**src/design/irfd_pkg.sv**
```systemverilog
// shared types and constants of the infrared remote frame decoder
package irfd_pkg;

   // data bits in one frame, lsb first
   localparam logic [5:0] FrameBits = 6'd32;

   // depth of the small queues between and after the two halves
   localparam int QueueDepth = 2;
   localparam int QueuePtrW  = $clog2(QueueDepth);
   localparam int QueueCntW  = $clog2(QueueDepth + 1);

   // inclusive pulse timing windows, microseconds
   localparam logic [15:0] LeaderLo    = 16'd8440;
   localparam logic [15:0] LeaderHi    = 16'd9560;
   localparam logic [15:0] LongSpLo    = 16'd4000;
   localparam logic [15:0] LongSpHi    = 16'd5000;
   localparam logic [15:0] RepSpLo     = 16'd1850;
   localparam logic [15:0] RepSpHi     = 16'd2650;
   localparam logic [15:0] MarkLo      = 16'd210;
   localparam logic [15:0] MarkHi      = 16'd910;
   localparam logic [15:0] OneSpLo     = 16'd1340;
   localparam logic [15:0] OneSpHi     = 16'd2040;
   localparam logic [15:0] ZeroSpLo    = 16'd210;
   localparam logic [15:0] ZeroSpHi    = 16'd910;

   localparam logic [7:0] ByteInvert = 8'hFF;

   typedef enum logic [2:0] {
      PH_IDLE   = 3'd0,
      PH_LEADER = 3'd1,
      PH_MARK   = 3'd2,
      PH_SPACE  = 3'd3,
      PH_REPEAT = 3'd4
   } phase_type;

   // what one edge looks like once polarity and timing are checked
   typedef struct packed {
      logic leader;
      logic long_space;
      logic rep_space;
      logic mark;
      logic one_space;
      logic zero_space;
   } class_type;

   typedef struct packed {
      logic [7:0] address;
      logic [7:0] command_code;
      logic       repeat_res;
   } result_type;

endpackage

```
**src/design/irfd_front.sv**
```systemverilog
// front half: polarity register, edge classification and the class queue
module irfd_front (
   input  logic                 clock,
   input  logic                 reset,
   input  logic                 csr_we,
   input  logic                 csr_wdata,
   input  logic                 push,
   input  logic                 raw_level,
   input  logic [15:0]          duration_us,
   output logic                 full,
   input  logic                 cls_pop,
   output logic                 cls_valid,
   output irfd_pkg::class_type  cls
);

   logic                              active_high_ff, active_high_in;
   irfd_pkg::class_type               mem_ff [irfd_pkg::QueueDepth];
   logic [irfd_pkg::QueuePtrW-1:0]    wr_ptr_ff, wr_ptr_in;
   logic [irfd_pkg::QueuePtrW-1:0]    rd_ptr_ff, rd_ptr_in;
   logic [irfd_pkg::QueueCntW-1:0]    count_ff, count_in;
   irfd_pkg::class_type               cls_new;
   logic                              act;
   logic                              do_push;
   logic                              do_pop;

   function automatic logic in_win(input logic [15:0] d, input logic [15:0] lo,
                                   input logic [15:0] hi);
      in_win = (d >= lo) && (d <= hi);
   endfunction

   always_comb begin
      act = (raw_level == active_high_ff);
      cls_new.leader     = act  && in_win(duration_us, irfd_pkg::LeaderLo, irfd_pkg::LeaderHi);
      cls_new.long_space = !act && in_win(duration_us, irfd_pkg::LongSpLo, irfd_pkg::LongSpHi);
      cls_new.rep_space  = !act && in_win(duration_us, irfd_pkg::RepSpLo, irfd_pkg::RepSpHi);
      cls_new.mark       = act  && in_win(duration_us, irfd_pkg::MarkLo, irfd_pkg::MarkHi);
      cls_new.one_space  = !act && in_win(duration_us, irfd_pkg::OneSpLo, irfd_pkg::OneSpHi);
      cls_new.zero_space = !act && in_win(duration_us, irfd_pkg::ZeroSpLo, irfd_pkg::ZeroSpHi);
   end

   assign full      = (count_ff == irfd_pkg::QueueCntW'(irfd_pkg::QueueDepth));
   assign cls_valid = (count_ff != '0);
   assign cls       = mem_ff[rd_ptr_ff];
   assign do_push   = push && !full;
   assign do_pop    = cls_pop && cls_valid;

   always_comb begin
      active_high_in = csr_we ? csr_wdata : active_high_ff;
      wr_ptr_in = do_push ? wr_ptr_ff + irfd_pkg::QueuePtrW'(1) : wr_ptr_ff;
      rd_ptr_in = do_pop ? rd_ptr_ff + irfd_pkg::QueuePtrW'(1) : rd_ptr_ff;
      count_in  = count_ff;
      if (do_push && !do_pop) begin
         count_in = count_ff + irfd_pkg::QueueCntW'(1);
      end else if (do_pop && !do_push) begin
         count_in = count_ff - irfd_pkg::QueueCntW'(1);
      end
   end

   always_ff @(posedge clock) begin
      if (reset) begin
         active_high_ff <= 1'b1;
         wr_ptr_ff      <= '0;
         rd_ptr_ff      <= '0;
         count_ff       <= '0;
      end else begin
         active_high_ff <= active_high_in;
         wr_ptr_ff      <= wr_ptr_in;
         rd_ptr_ff      <= rd_ptr_in;
         count_ff       <= count_in;
      end
   end

   always_ff @(posedge clock) begin
      if (do_push) begin
         mem_ff[wr_ptr_ff] <= cls_new;
      end
   end

endmodule

```
**src/design/irfd_back.sv**
```systemverilog
// back half: frame phase machine, bit collection and the result queue
module irfd_back (
   input  logic                 clock,
   input  logic                 reset,
   input  logic                 cls_valid,
   input  irfd_pkg::class_type  cls,
   output logic                 cls_pop,
   output logic                 empty,
   input  logic                 pop,
   output irfd_pkg::result_type res
);

   irfd_pkg::phase_type               phase_ff, phase_in;
   logic [5:0]                        bit_count_ff, bit_count_in;
   logic [31:0]                       shift_word_ff, shift_word_in;
   logic [7:0]                        last_address_ff, last_address_in;
   logic [7:0]                        last_command_ff, last_command_in;
   irfd_pkg::result_type              mem_ff [irfd_pkg::QueueDepth];
   logic [irfd_pkg::QueuePtrW-1:0]    wr_ptr_ff, wr_ptr_in;
   logic [irfd_pkg::QueuePtrW-1:0]    rd_ptr_ff, rd_ptr_in;
   logic [irfd_pkg::QueueCntW-1:0]    count_ff, count_in;
   irfd_pkg::result_type              res_new;
   logic                              emit;
   logic                              take;
   logic                              do_pop;
   logic                              checks_ok;

   // one item a cycle as long as the result queue has room
   assign take   = cls_valid && (count_ff != irfd_pkg::QueueCntW'(irfd_pkg::QueueDepth));
   assign cls_pop = take;
   assign empty  = (count_ff == '0);
   assign res    = mem_ff[rd_ptr_ff];
   assign do_pop = pop && !empty;

   assign checks_ok = ((shift_word_ff[7:0] ^ shift_word_ff[15:8]) == irfd_pkg::ByteInvert) &&
                      ((shift_word_ff[23:16] ^ shift_word_ff[31:24]) == irfd_pkg::ByteInvert);

   always_comb begin
      phase_in        = phase_ff;
      bit_count_in    = bit_count_ff;
      shift_word_in   = shift_word_ff;
      last_address_in = last_address_ff;
      last_command_in = last_command_ff;
      emit            = 1'b0;
      res_new.address      = last_address_ff;
      res_new.command_code = last_command_ff;
      res_new.repeat_res   = 1'b1;
      if (take) begin
         if (cls.leader) begin
            phase_in = irfd_pkg::PH_LEADER;
         end else begin
            case (phase_ff)
               irfd_pkg::PH_IDLE: begin
                  phase_in = irfd_pkg::PH_IDLE;
               end
               irfd_pkg::PH_LEADER: begin
                  if (cls.long_space) begin
                     bit_count_in  = '0;
                     shift_word_in = '0;
                     phase_in      = irfd_pkg::PH_MARK;
                  end else if (cls.rep_space) begin
                     phase_in = irfd_pkg::PH_REPEAT;
                  end
               end
               irfd_pkg::PH_REPEAT: begin
                  if (cls.mark) begin
                     phase_in = irfd_pkg::PH_IDLE;
                     emit     = 1'b1;
                  end
               end
               irfd_pkg::PH_MARK: begin
                  if (cls.mark) begin
                     if (bit_count_ff >= irfd_pkg::FrameBits) begin
                        // closing mark: frame goes idle pass or fail
                        phase_in = irfd_pkg::PH_IDLE;
                        if (checks_ok) begin
                           last_address_in      = shift_word_ff[7:0];
                           last_command_in      = shift_word_ff[23:16];
                           res_new.address      = shift_word_ff[7:0];
                           res_new.command_code = shift_word_ff[23:16];
                           res_new.repeat_res   = 1'b0;
                           emit                 = 1'b1;
                        end
                     end else begin
                        phase_in = irfd_pkg::PH_SPACE;
                     end
                  end
               end
               irfd_pkg::PH_SPACE: begin
                  if (cls.one_space) begin
                     if (bit_count_ff < irfd_pkg::FrameBits) begin
                        shift_word_in[bit_count_ff[4:0]] = 1'b1;
                     end
                     bit_count_in = bit_count_ff + 6'd1;
                     phase_in     = irfd_pkg::PH_MARK;
                  end else if (cls.zero_space) begin
                     bit_count_in = bit_count_ff + 6'd1;
                     phase_in     = irfd_pkg::PH_MARK;
                  end
               end
               default: begin
                  phase_in = irfd_pkg::PH_IDLE;
               end
            endcase
         end
      end
   end

   always_comb begin
      wr_ptr_in = emit ? wr_ptr_ff + irfd_pkg::QueuePtrW'(1) : wr_ptr_ff;
      rd_ptr_in = do_pop ? rd_ptr_ff + irfd_pkg::QueuePtrW'(1) : rd_ptr_ff;
      count_in  = count_ff;
      if (emit && !do_pop) begin
         count_in = count_ff + irfd_pkg::QueueCntW'(1);
      end else if (do_pop && !emit) begin
         count_in = count_ff - irfd_pkg::QueueCntW'(1);
      end
   end

   always_ff @(posedge clock) begin
      if (reset) begin
         phase_ff        <= irfd_pkg::PH_IDLE;
         bit_count_ff    <= '0;
         shift_word_ff   <= '0;
         last_address_ff <= '0;
         last_command_ff <= '0;
         wr_ptr_ff       <= '0;
         rd_ptr_ff       <= '0;
         count_ff        <= '0;
      end else begin
         phase_ff        <= phase_in;
         bit_count_ff    <= bit_count_in;
         shift_word_ff   <= shift_word_in;
         last_address_ff <= last_address_in;
         last_command_ff <= last_command_in;
         wr_ptr_ff       <= wr_ptr_in;
         rd_ptr_ff       <= rd_ptr_in;
         count_ff        <= count_in;
      end
   end

   always_ff @(posedge clock) begin
      if (emit) begin
         mem_ff[wr_ptr_ff] <= res_new;
      end
   end

endmodule

```
**src/design/ir_remote_frame_decoder.sv**
```systemverilog
// top level of the infrared remote frame decoder: front and back halves joined by a queue
// a result shows on the rsp_ ports once the edge item that completes it has passed the class queue and the result queue
// throughput: one edge item per cycle while the result queue has room, set by the phase step in the back half
// both halves own a two-entry queue, so either side may stall without stopping the other
// reset (synchronous, active high): queues empty, phase idle, bits and stored pair zero,
// polarity back to active high
module ir_remote_frame_decoder (
   input  logic        clock,
   input  logic        reset,
   // edge items in
   input  logic        push,
   output logic        full,
   input  logic        req_raw_level,
   input  logic [15:0] req_duration_us,
   // decoded items out
   output logic        empty,
   input  logic        pop,
   output logic [7:0]  rsp_address,
   output logic [7:0]  rsp_command_code,
   output logic        rsp_repeat_res,
   // polarity register
   input  logic        csr_we,
   input  logic        csr_wdata
);

   // classified edge between the halves
   irfd_pkg::class_type  cls;
   logic                 cls_valid;
   logic                 cls_pop;
   irfd_pkg::result_type res;

   // front: polarity compare and timing windows, one item per cycle into its queue while not full
   irfd_front u_front (
      .clock       (clock),
      .reset       (reset),
      .csr_we      (csr_we),
      .csr_wdata   (csr_wdata),
      .push        (push),
      .raw_level   (req_raw_level),
      .duration_us (req_duration_us),
      .full        (full),
      .cls_pop     (cls_pop),
      .cls_valid   (cls_valid),
      .cls         (cls)
   );

   // back: leader / data / repeat phases, byte checks, result queue
   irfd_back u_back (
      .clock     (clock),
      .reset     (reset),
      .cls_valid (cls_valid),
      .cls       (cls),
      .cls_pop   (cls_pop),
      .empty     (empty),
      .pop       (pop),
      .res       (res)
   );

   // unpack the waiting result item
   assign rsp_address      = res.address;
   assign rsp_command_code = res.command_code;
   assign rsp_repeat_res   = res.repeat_res;

endmodule

```
**config.mk**
```make
export PLATFORM = sky130hd
export DESIGN_NAME = ir_remote_frame_decoder
export DESIGN_NICKNAME = d
export VERILOG_FILES = /design/src/design/irfd_pkg.sv /design/src/design/irfd_front.sv /design/src/design/irfd_back.sv /design/src/design/ir_remote_frame_decoder.sv
export SDC_FILE = /design/constraint.sdc
export NUM_CORES = 1
export LEC_CHECK = 0
export ABC_CLOCK_PERIOD_IN_PS = 7770
export BUFFER_PORTS_ARGS = -buffer_cell sky130_fd_sc_hd__buf_4
export CORE_MARGIN = 5
export CORE_UTILIZATION = 45
export CTS_CLUSTER_SIZE = 25
export DETAILED_ROUTE_END_ITERATION = 10
export PLACE_DENSITY_LB_ADDON = 0.1
export SETUP_SLACK_MARGIN = 0.05
export SYNTH_ARGS = -nofsm -noshare
export SYNTH_HDL_FRONTEND = slang
export SYNTH_SLANG_ARGS = --single-unit
```
**constraint.sdc**
```tcl
create_clock -name clock -period 7.77 [get_ports clock]
set_input_delay 0.3885 -clock clock [delete_from_list [all_inputs] [get_ports clock]]
set_output_delay 0.3885 -clock clock [all_outputs]
set_load 0.05 [all_outputs]
```
==> flow_metrics.tcl <==
set metrics [dict create \
    status "completed" \
    reg2regPathDepth 8 \
    setup_tns_ns 0 \
    min_from "csr_wdata" \
    setup_viol 0 \
    synthDistinctLibCells 54 \
    synthFlopType "dfxtp_1" \
    layout.nets 562 \
    sw_frac_of_total_pct 24.47 \
    wl_per_cell_um 15.54 \
    p_leak_nw 2.331 \
    clock.fmax_mhz 369.1 \
    hold_class "primary input to register" \
    synth_top_area_cell "edfxtp_1" \
    synth_most_common_cell "dfxtp_1" \
    internal_power_mw 1.304 \
    routed_wirelength_um 10710 \
    finalWorstSetupSlack_ns 5.060 \
    grt_start_max_net_pins 37 \
    drc 0 \
    clk_path_buf_depth 2 \
    tightest_slew_ns 1.113 \
    syn_area_per_cell_um2 10.21 \
    critPathArrivalTime_ns 3.04 \
    power_density_mw_per_mm2 283.6 \
    vias_per_cell 5.507 \
    synth_commonest_cells "dfxtp_1, nor2_1, edfxtp_1, a21oi_1, a31oi_1" \
    yosysWarnings 0 \
    hold_end "u_front.active_high_ff" \
    combPwrFrac_pct 12.3 \
    synth-seq-area-share_pct 53.41 \
    slew_headroom_pct 25.83 \
    start_util_pct 45.36 \
    num_rows 39 \
    min_period_ns 2.710 \
    dp.cells 657 \
    h-tree-depth 4 \
    slew_violations 0 \
    antenna_found_initial 0 \
    drtAntennaViolNets 0 \
    netlist_area_mm2 0.005135 \
    area_growth_syn_to_layout_pct 18.59 \
    final_hold_viol_count 0 \
    clkPwrFrac_pct 48.3 \
    grt_pass1_wl_um 17820 \
    hpwl_um 7514 \
    reg2reg_to "u_back.count_ff[1]" \
    clk_latency_ns 0.40 \
    clkTransAtPathRegs_ns 0.06 \
    numCtsBuffers 17 \
    n_antenna_cell 0 \
    fin_skew_ns 0.007098 \
    top_usage_layer "met2" \
    gr-total-overflow 0 \
    clock_sinks 114 \
    end_kind "register" \
    gp_congestion 0.8182 \
    met3_usage_pct 4.010 \
    regToRegStartpoint "u_back.shift_word_ff[16]" \
    required_ns 8.10 \
    power.switching_mw 0.4227 \
    clockRootBuffer "clkbuf_16" \
    drive_gt1_share_pct 18.32 \
    cp-start-kind "register" \
    grt_pass1_vias 3650 \
    post-cts-setup-buffer-count 0 \
    first_pass_iters 4 \
    die_height_um 116.8 \
    whs_ns 0.2061 \
    ioPinCount 42 \
    netlist.area_leader.share_pct 26.90 \
    cts_tree "built" \
    core_area_mm2 0.01132 \
    synth_edf_count 46 \
    async_flop_share_pct 0 \
    synth-seq-cells 114 \
    die_area_mm2 0.01365 \
    final_area_mm2 0.006090 \
    grtUsageMet2_pct 26.81 \
    io_buffers 41 \
    path_class "register to register" \
    critical_path.max_fanout 19 \
    min_period_over_period_pct 34.87 \
    chipWidth_um 116.8 \
    syn_nets 532 \
    synthTopCellsByArea "edfxtp_1, dfxtp_1, nor2_1" \
    power.ir.vdd_worst_uv 149.0 \
    stdcell_count 689 \
    rsz0062_at_grt "no" \
    synth_cells 503 \
    place_area_mm2 0.005449 \
    sequentialPowerShare_pct 39.4 \
    grt_util_all_layers_pct 16.66 \
    gr-usage-met1_pct 22.13 \
    drtIter0Drc 256 \
    r2r_slack_ns 5.06 \
    cap_violations 0 \
    cts_resized 0 \
    dp_slack_ns 5.091 \
    hold_depth 3 \
    cts_hold_buf 0 \
    vias 3794 \
]
==> routing by layer <==
metal	routed length [um]	vias up
met5	0	-
met4	88	0
met3	566	8
met2	4991	96
met1	5063	1793
li1	-	1897
==> area by class of cell <==
cell class / count / area [um^2]
repair buffers: 43 / 322.8
clock buffers: 19 / 432.9
flip-flops and latches: 114 / 2743
well taps: 143 / 178.9
multi-input cells: 348 / 2171
fillers: 1036 / 5231
clock inverters: 13 / 207.7
inverters: 9 / 33.78
==> power groups by stage <==
stage / clock network [mW] / registers [mW] / logic (mW)
global route: 0.879 / 0.684 / 0.235
global placement: 0 / 0.692 / 0.212
floorplan: 0 / 0.674 / 0.182
finish: 0.835 / 0.681 / 0.212
detailed placement: 0 / 0.692 / 0.214
CTS: 0.847 / 0.680 / 0.215
==> sequential cells by signal, indices dropped and copies added, names as in the netlist, 2 cells and up, named ones only <==
signal and cells:
u_front.count_ff 2, u_back.last_command_ff 8, u_back.mem_ff 34, u_back.count_ff 2
u_back.shift_word_ff 32, u_front.mem_ff 12, u_back.bit_count_ff 6, u_back.phase_ff 3
u_back.last_address_ff 8
==> cell families after synthesis <==
group / after synthesis / synth area share [%]
AND/OR/NAND/NOR: 181 / 18.30
AO/OA/AOI/OAI: 110 / 12.57
adder cells (fa/ha/maj): 6 / 1.462
buffers and inverters: 41 / 4.410
multiplexers: 25 / 5.409
flip-flops: 114 / 53.41
XOR/XNOR: 26 / 4.435
==> cells in the final DEF (no fill, tap or decap), types with 3 or more instances in the layout <==
cell type and n:
mux2_2 18, nand4_1 9, and2_1 3, buf_4 43
a21o_1 4, xor2_1 14, inv_1 9, nor2_1 59
edfxtp_1 46, nor3_1 5, dfxtp_1 68, nand2b_1 6
xnor2_1 12, a21oi_1 36, bufinv_16 5, nand2_1 30
ha_1 6, o211ai_1 3, mux2i_1 6, or4_1 4
nor4b_1 3, nand3_1 27, or3_1 5, nor2b_1 4
and4b_1 3, a31oi_1 33, o21ai_0 24, clkinv_2 3
and3_1 4, clkbuf_16 17, nor4_1 4
==> per-stage QoR <==
stage / power [mW] / utilization, %
2_1_floorplan: 0.8563 / -
3_3_place_gp: 0.9041 / 48.13
3_5_place_dp: 0.9058 / 48.13
4_1_cts: 1.742 / 53.79
5_1_grt: 1.799 / 53.79
6_report: 1.727 / 53.79
==> worst max path at each step <==
stage,cells past startpoint,end,from,slack (ns)
after global routing,5,u_back.mem_ff[0][15],register,4.81
final,8,u_back.count_ff[1],u_back.shift_word_ff[16],5.06
after CTS,8,u_back.count_ff[1],u_back.shift_word_ff[16],5.05
after detailed placement,5,u_back.mem_ff[1][12],register,5.09
after floorplan,6,u_back.mem_ff[0][0],register,4.86
after global placement,8,u_back.count_ff[1],u_back.shift_word_ff[16],5.05
==> worst max-delay path: stages (launching register included) <==
cell and delay, ns:
dfxtp_1 0.37, xor2_1 0.21, nor3b_1 0.24, and3_1 0.65, a21oi_1 0.24, nor2_1 0.15
ha_1 0.27, or3_1 0.37, a21oi_1 0.13
Note: power is estimated with default switching activity, not from simulation.
